### src/sv/text_console_writer_defines.svh
// Assertion macros for a file that checks its own logic.
`ifndef TEXT_CONSOLE_WRITER_DEFINES_SVH
`define TEXT_CONSOLE_WRITER_DEFINES_SVH

`ifndef SYNTHESIS

`define TCW_ASSERT_IMPLIES(label, clk, rst, cond, expr) \
  label: assert property (@(posedge clk) disable iff (rst) (cond) |-> (expr)) \
    else $error("text console writer: same-cycle check failed");

`define TCW_ASSERT_NEXT(label, clk, rst, cond, expr) \
  label: assert property (@(posedge clk) disable iff (rst) (cond) |=> (expr)) \
    else $error("text console writer: next-cycle check failed");

`else

`define TCW_ASSERT_IMPLIES(label, clk, rst, cond, expr)

`define TCW_ASSERT_NEXT(label, clk, rst, cond, expr)

`endif

`endif

### src/sv/tcw_pkg.sv
package tcw_pkg;

  localparam int DEF_COLUMNS = 80;
  localparam int DEF_ROWS    = 25;

  localparam int KIND_W = 2;
  localparam int CHAR_W = 8;
  localparam int ATTR_W = 8;
  localparam int COL_W  = 7;
  localparam int ROW_W  = 5;
  localparam int OFF_W  = 11;

  localparam int S_TDATA_W = 32;
  localparam int M_TDATA_W = 40;

  localparam logic [CHAR_W-1:0] CODE_BACKSPACE = 8'h08;
  localparam logic [CHAR_W-1:0] CODE_NEWLINE   = 8'h0A;

  typedef enum logic [KIND_W-1:0] {
    KIND_PUT   = 2'd0,
    KIND_CLEAR = 2'd1,
    KIND_SET   = 2'd2,
    KIND_READ  = 2'd3
  } kind_t;

  typedef enum logic [1:0] {
    WR_NONE = 2'd0,
    WR_PUT  = 2'd1,
    WR_FILL = 2'd2,
    WR_MOVE = 2'd3
  } wr_op_t;

  typedef struct packed {
    logic   latch;
    wr_op_t wr_op;
    logic   fill_attr;
    logic   cur_put;
    logic   cur_home;
    logic   cur_set;
    logic   out_load;
  } tcw_cmd_t;

  typedef struct packed {
    kind_t kind;
    logic  wraps;
    logic  move_last;
    logic  cell_last;
    logic  out_free;
  } tcw_status_t;

endpackage

### src/sv/tcw_ctrl.sv
module tcw_ctrl
  import tcw_pkg::*;
(
  input  logic        clk,
  input  logic        rst,
  input  logic        in_valid,
  input  kind_t       in_kind,
  output logic        in_ready,
  output tcw_cmd_t    cmd,
  input  tcw_status_t st
);

  typedef enum logic [7:0] {
    ST_INIT   = 8'b0000_0001,
    ST_IDLE   = 8'b0000_0010,
    ST_PUT    = 8'b0000_0100,
    ST_FILL   = 8'b0000_1000,
    ST_MOVE   = 8'b0001_0000,
    ST_BOTTOM = 8'b0010_0000,
    ST_QUERY  = 8'b0100_0000,
    ST_RESULT = 8'b1000_0000
  } state_t;

  state_t state;
  state_t state_next;

  always_ff @(posedge clk) begin
    if (rst) begin
      state <= ST_INIT;
    end else begin
      state <= state_next;
    end
  end

  always_comb begin
    state_next = state;
    cmd        = '0;
    cmd.wr_op  = WR_NONE;
    in_ready   = 1'b0;
    unique case (state)
      ST_INIT: begin
        cmd.wr_op = WR_FILL;
        if (st.cell_last) begin
          state_next = ST_IDLE;
        end
      end
      ST_IDLE: begin
        in_ready = 1'b1;
        if (in_valid) begin
          cmd.latch = 1'b1;
          unique case (in_kind)
            KIND_PUT:   state_next = ST_PUT;
            KIND_CLEAR: state_next = ST_FILL;
            KIND_SET:   state_next = ST_QUERY;
            KIND_READ:  state_next = ST_QUERY;
            default:    state_next = ST_QUERY;
          endcase
        end
      end
      ST_PUT: begin
        cmd.wr_op   = WR_PUT;
        cmd.cur_put = 1'b1;
        state_next  = st.wraps ? ST_MOVE : ST_RESULT;
      end
      ST_FILL: begin
        cmd.wr_op     = WR_FILL;
        cmd.fill_attr = 1'b1;
        if (st.cell_last) begin
          cmd.cur_home = 1'b1;
          state_next   = ST_RESULT;
        end
      end
      ST_MOVE: begin
        cmd.wr_op = WR_MOVE;
        if (st.move_last) begin
          state_next = ST_BOTTOM;
        end
      end
      ST_BOTTOM: begin
        cmd.wr_op = WR_FILL;
        if (st.cell_last) begin
          state_next = ST_RESULT;
        end
      end
      ST_QUERY: begin
        cmd.cur_set = (st.kind == KIND_SET);
        state_next  = ST_RESULT;
      end
      ST_RESULT: begin
        if (st.out_free) begin
          cmd.out_load = 1'b1;
          state_next   = ST_IDLE;
        end
      end
      default: begin
        state_next = ST_INIT;
      end
    endcase
  end

endmodule

### config.mk
export PLATFORM = sky130hd
export DESIGN_NAME = tcw_ctrl
export DESIGN_NICKNAME = d
export VERILOG_FILES = /design/src/sv/text_console_writer_defines.svh /design/src/sv/tcw_pkg.sv /design/src/sv/tcw_ctrl.sv
export SDC_FILE = /design/constraint.sdc
export NUM_CORES = 1
export LEC_CHECK = 0
export ABC_AREA = 1
export BUFFER_PORTS_ARGS = -buffer_cell sky130_fd_sc_hd__buf_2
export CAP_MARGIN = 20
export CORE_ASPECT_RATIO = 0.8
export CORE_MARGIN = 10
export CORE_UTILIZATION = 33
export CTS_BUF_LIST = sky130_fd_sc_hd__clkbuf_16
export CTS_CLUSTER_SIZE = 16
export DETAILED_ROUTE_END_ITERATION = 10
export GPL_TIMING_DRIVEN = 0
export PLACE_DENSITY = 0.62
export SETUP_SLACK_MARGIN = 0.2
export SLEW_MARGIN = 20
export SYNTH_ARGS = -nofsm -noshare
export SYNTH_HDL_FRONTEND = slang
export SYNTH_SLANG_ARGS = --single-unit
### constraint.sdc
create_clock -name clk -period 1.85 [get_ports clk]
set_clock_uncertainty 0.15 [all_clocks]
set_input_delay 0.0925 -clock clk [delete_from_list [all_inputs] [get_ports clk]]
set_output_delay 0.0925 -clock clk [all_outputs]
set_load 0.05 [all_outputs]
==> results.yml, run 1 <==
status:
  outcome: "finished, final reports clean"
global_routing:
  grtUsageMet2: 0.1266
  grt_pass1_wl_um: 2787
  grt_overflow_total: 0
  top_usage_layer: "met2"
  grt_util_met3: 0.03426
  antenna_found_initial: 0
  grt_pass1_vias: 654
  grt_max_degree: 7
  grt_use_met1: 0.09389
  grtUsageTotal: 0.07999
synthesis:
  yosysSeqAreaShare: 0.2384
  yosysMostFrequentCell: "nor2_1"
  synthCells: 108
  syn_area_per_cell_sq_um: 6.221
  synth_top_area_share: 0.2384
  yosysTopAreaCell: "dfxtp_1"
  synthArstFlopShare: 0
  synth_area_leaders: "dfxtp_1 24%, nor2_1 12%, inv_1 10%"
  netlist_area_sq_um: 671.9
  synth_edf_count: 0
  synth_top_flop_cell: "dfxtp_1"
  synth.ff_latch_count: 8
  synthTopCellsByCount: "21 x nor2_1, 18 x inv_1, 17 x nand2_1"
  netlist-cell-type-count: 20
  synth_warnings: 0
  synth_nets: 119
timing:
  finalSetupViolations: 0
  clock.fmax_ghz: 0.6183
  relSlewSlack: 0.8342
  hold_violations: 0
  period_minus_slack_ns: 1.617
  tns_ns: 0
  layout_worst_path_cycle_share: 0.8742
  maxSlewViolCount: 0
  tightest_slew_ns: 0.2504
  rsz0062_at_grt: "true"
cts:
  clk_path_buf_depth: 2
  cts.clk_slew.worst_paths_ns: 0.03
  htree_levels: 1
  numCtsBuffers: 3
  cts_tree: "built"
  root_buffer: "clkbuf_16"
  worstSkewPairLatency_ns: 0.23
  cts.sinks: 8
routing:
  firstDrtPassIters: 4
  drtIter0Drc: 31
  vias_per_cell: 4.794
  wl_per_cell_um: 12.19
  vias: 767
  post-route-drc-count: 0
  postRouteAntennaNets: 0
  wl_um: 1950
floorplanning:
  num_rows: 14
  start_util: 0.3519
  ioPinCount: 20
  die_area_sq_mm: 0.004252
  dieWidth_um: 70.45
  core_sq_mm: 0.001909
  die_y_um: 60.36
layout:
  multi_input_area_sq_um: 498.0
  fin_area_sq_mm: 0.001036
  seq_area_sq_um: 166.4
  largest_reg_flops: 8
  area_delta_synth_final_pct: 54.19
  regMostFlops: "state"
  diodes: 0
  fillers: 198
  largestRegisters: "state: 8 flops"
  final_nets: 149
  drive_gt1_frac: 0.4485
pwr:
  powerDensity_mw_per_mm2: 1284
  peakVddDrop_mv: 0.7969
  p_leak_nw: 0.5304
setup_path:
  crit_arrival_ns: 1.37
  critPathLaunchType: "register"
  r2r_start: "state[4]"
  r2r_setup_slack_ns: 0.31
  r2r_cells: 9
  endpoint_kind: "output port"
  critical_path_required_ns: 1.61
  r2r-end: "state[3]"
  cp_max_fo: 4
  path_class: "reg2out"
min_path:
  worstHoldStart: "st[2]"
  min_to: "state[4]"
  hold-path-cell-count: 3
  holdCritPathClass: "in2reg"
placed_design:
  placed_cell_area_sq_um: 819.5
  dp_hpwl_um: 1471
  port_buffers: 19
  gp_congestion: 0.7732
flow_run:
  maxCapViolCount: 0
[power by group]
part	switching, mW	internal, mW
Combinational	0.461	0.251
Clock	0.0763	0.278
Sequential	0.0498	0.214
Total	0.587	0.743
[worst max-delay path: stages (launching register included)]
cell and delay, ns:
dfxtp_2 0.34, nor2_4 0.16, nand2_4 0.09, inv_4 0.09, nand3_4 0.08, nor3b_4 0.21
buf_6 0.18
[worst max-delay path by stage]
stage                         from      to  cells past startpoint
after floorplan           state[2]  cmd[0]                      3
after global placement    state[2]  cmd[1]                      6
after detailed placement  state[2]  cmd[1]                      6
after CTS                 state[2]  cmd[1]                      6
after global routing      state[3]  cmd[1]                      6
final                     state[1]  cmd[1]                      6
[area by class of cell]
type,count,area share
tap,24,0.02899
multi-input combinational,78,0.4807
clock buffer,3,0.07246
inverter,22,0.08454
sequential,8,0.1606
timing repair buffer,25,0.1727
[cell usage in the layout, fill, tap and decap left out]
master and n:
dfxtp_2 5, inv_2 1, nor3b_4 1, o21a_1 1, buf_2 11, buf_6 3, nor2_2 4, inv_4 2
nand2_2 6, nor3_1 1, dfxtp_1 3, inv_1 18, nand3_4 1, nand2_1 16, buf_4 5, nand3_2 4
clkinv_1 1, nand2_4 3, clkbuf_16 3, a21oi_1 3, nand4_4 1, nand3_1 9, clkbuf_4 3, nor2_1 18
nand4_1 2, dlygate4sd3_1 3, nor2_4 7, nor4_2 1
[routing by layer]
| metal | part of all wire | vias to the layer above | wire (um) |
|---|---|---|---|
| met5 | 0 | - | 0 |
| met4 | 0.0067 | 0 | 13 |
| met3 | 0.074 | 2 | 145 |
| met2 | 0.50 | 19 | 979 |
| met1 | 0.42 | 354 | 812 |
| li1 | - | 392 | - |
[timing repair]
action,in CTS,in global routing
setup buffers,0,3
hold buffers,3,0
hold endpoints to repair,3,0
resized for setup,8,21
setup endpoints to repair,3,8
pin swaps,0,4
[per-stage QoR]
step,worst slack (ns),std cells,util,total power [mW],hold WS [ns]
CTS,0.1884,157,0.4974,1.246,0.04546
finish,0.2327,160,0.5426,1.330,0.05462
global placement,0.2406,151,0.4292,0.8436,0.1459
floorplan,0.1381,108,-,0.7407,0.01157
detailed placement,0.2325,151,0.4292,0.8555,0.1502
global route,0.1750,160,0.5426,1.421,0.06560
[cells by family (layout without fill, tap and decap cells)]
family,Yosys count,in the layout,share of synthesized area
buffers and inverters,22,50,0.1303
DFF,8,8,0.2384
AOI/OAI and AO/OA,4,4,0.03352
and+or+nand+nor,74,74,0.5978
Power figures use the tool's default switching activity.
==> run 2, diff against run 1 <==
- CORE_MARGIN: 10 -> default
- RECOVER_POWER: default -> 100
==> run 2 against run 1 <==
  * Via count fell by 2.5%
  * Combinational power about the same
  * Final area down 2.1%
  * Setup slack lost 0.055 ns
==> results.yml, run 2 (synthesis results as in run 1) <==
status:
  outcome: "finished, final reports clean"
floorplanning:
  ioPinCount: 20
  num_rows: 14
  die_area_sq_mm: 0.002222
  start_util: 0.3552
  die_y_um: 42.36
  dieWidth_um: 52.45
  core_sq_mm: 0.001892
global_routing:
  grt_max_degree: 7
  grtUsageTotal: 0.1690
  antenna_found_initial: 0
  grt_overflow_total: 0
  grt_pass1_wl_um: 2794
  grt_pass1_vias: 688
min_path:
  holdCritPathClass: "in2reg"
routing:
  vias_per_cell: 4.675
  wl_per_cell_um: 10.64
  vias: 748
  postRouteAntennaNets: 0
  wl_um: 1703
  drtIter0Drc: 10
  post-route-drc-count: 0
  firstDrtPassIters: 4
timing:
  clock.fmax_ghz: 0.5979
  finalSetupViolations: 0
  period_minus_slack_ns: 1.672
  relSlewSlack: 0.8106
  hold_violations: 0
  rsz0062_at_grt: "true"
  maxSlewViolCount: 0
  layout_worst_path_cycle_share: 0.9040
  whs_ns: 0.04295
  tns_ns: 0
  tightest_slew_ns: 0.2853
flow_run:
  maxCapViolCount: 0
layout:
  drive_gt1_frac: 0.4191
  final_nets: 149
  largest_reg_flops: 8
  fin_util: 0.5364
  regMostFlops: "state"
  diodes: 0
  most-common-layout-cells: "19 x nor2_1, 18 x inv_1, 17 x nand2_1, 10 x buf_2, 9 x nand3_1"
  final_common_cell: "nor2_1"
  area_delta_synth_final_pct: 51.02
  fin_area_sq_mm: 0.001015
  largestRegisters: "state: 8 flops"
  fillers: 197
pwr:
  p_sw_mw: 0.5910
  powerDensity_mw_per_mm2: 1320
  power_frac_seq: 0.199
  p_int_mw: 0.7488
  p_sw_frac: 0.4411
  comb_power_share: 0.532
  p_total_mw: 1.340
  peakVddDrop_mv: 0.9102
  p_leak_nw: 0.5301
  clockPowerShare: 0.269
setup_path:
  critical_path_required_ns: 1.61
  crit_arrival_ns: 1.43
  endpoint_kind: "output port"
  critPathLaunchType: "register"
  path_class: "reg2out"
  cp_max_fo: 5
placed_design:
  gp_congestion: 0.8607
  dp_hpwl_um: 1313
  port_buffers: 19
  placed_cell_area_sq_um: 819.5
cts:
  cts.sinks: 8
  clk_path_buf_depth: 2
  htree_levels: 1
  worstSkewPairLatency_ns: 0.23
  cts.clk_slew.worst_paths_ns: 0.04
  root_buffer: "clkbuf_16"
  cts_tree: "built"
  numCtsBuffers: 3
## run 2: changes by cell type in the layout (fill, tap and decap cells not counted), moves of 2 or more
cell / delta
clkbuf_2: +5
dfxtp_1: +2
clkbuf_4: -3
dfxtp_2: -2
## run 2: metal layers
metal	global-route usage	wire, um	vias up
li1	-	-	390
met2	0.2759	831	17
met1	0.2235	772	336
met5	0	0	-
met3	0.02174	74	5
met4	0.06316	24	0
## run 2: repair_timing
item	4_1_cts	5_1_grt
hold buffers	3	0
setup buffers	0	3
cloned	0	0
endpoints found under the hold margin	3	0
resized for setup	8	17
pin swaps	0	4
endpoints found under the setup margin	5	7
## run 2: critical path, stage by stage (launching register included)
cell and delay [ns]:
dfxtp_1 0.34, nor2_4 0.20, nand2_4 0.09, inv_4 0.09, nand2_1 0.09, nand2_1 0.10
clkbuf_2 0.28
## run 2: power by group through the flow
stage               clock network [mW]  registers [mW]  logic [mW]
floorplan                            0           0.239       0.502
global placement                     0           0.250       0.594
detailed placement                   0           0.251       0.602
CTS                              0.365           0.258       0.630
global route                     0.375           0.270       0.785
finish                           0.361           0.267       0.712
## run 2: worst paths after layout
check / to / cells past startpoint / slack (ns) / start
max reg2reg: state[3] / 9 / 0.24 / state[3]
max: cmd[5] / 6 / 0.18 / state[4]
min reg2reg: state[1] / 2 / 0.37 / state[1]
min: state[7] / 4 / 0.04 / st[0]
## run 2: area by class of cell
cell class,instances,area (sq um),area share
tap,24,30.03,0.02959
clock buffer,3,75.07,0.07398
inverter,22,87.58,0.08631
timing repair buffer,25,165.2,0.1628
multi-input combinational,78,493.0,0.4858
sequential,8,163.9,0.1615
## run 2: per-stage QoR
step	std cells	setup slack, ns
2_1_floorplan	108	0.1381
3_3_place_gp	151	0.2494
3_5_place_dp	151	0.2405
4_1_cts	157	0.1960
5_1_grt	160	0.1049
6_report	160	0.1775
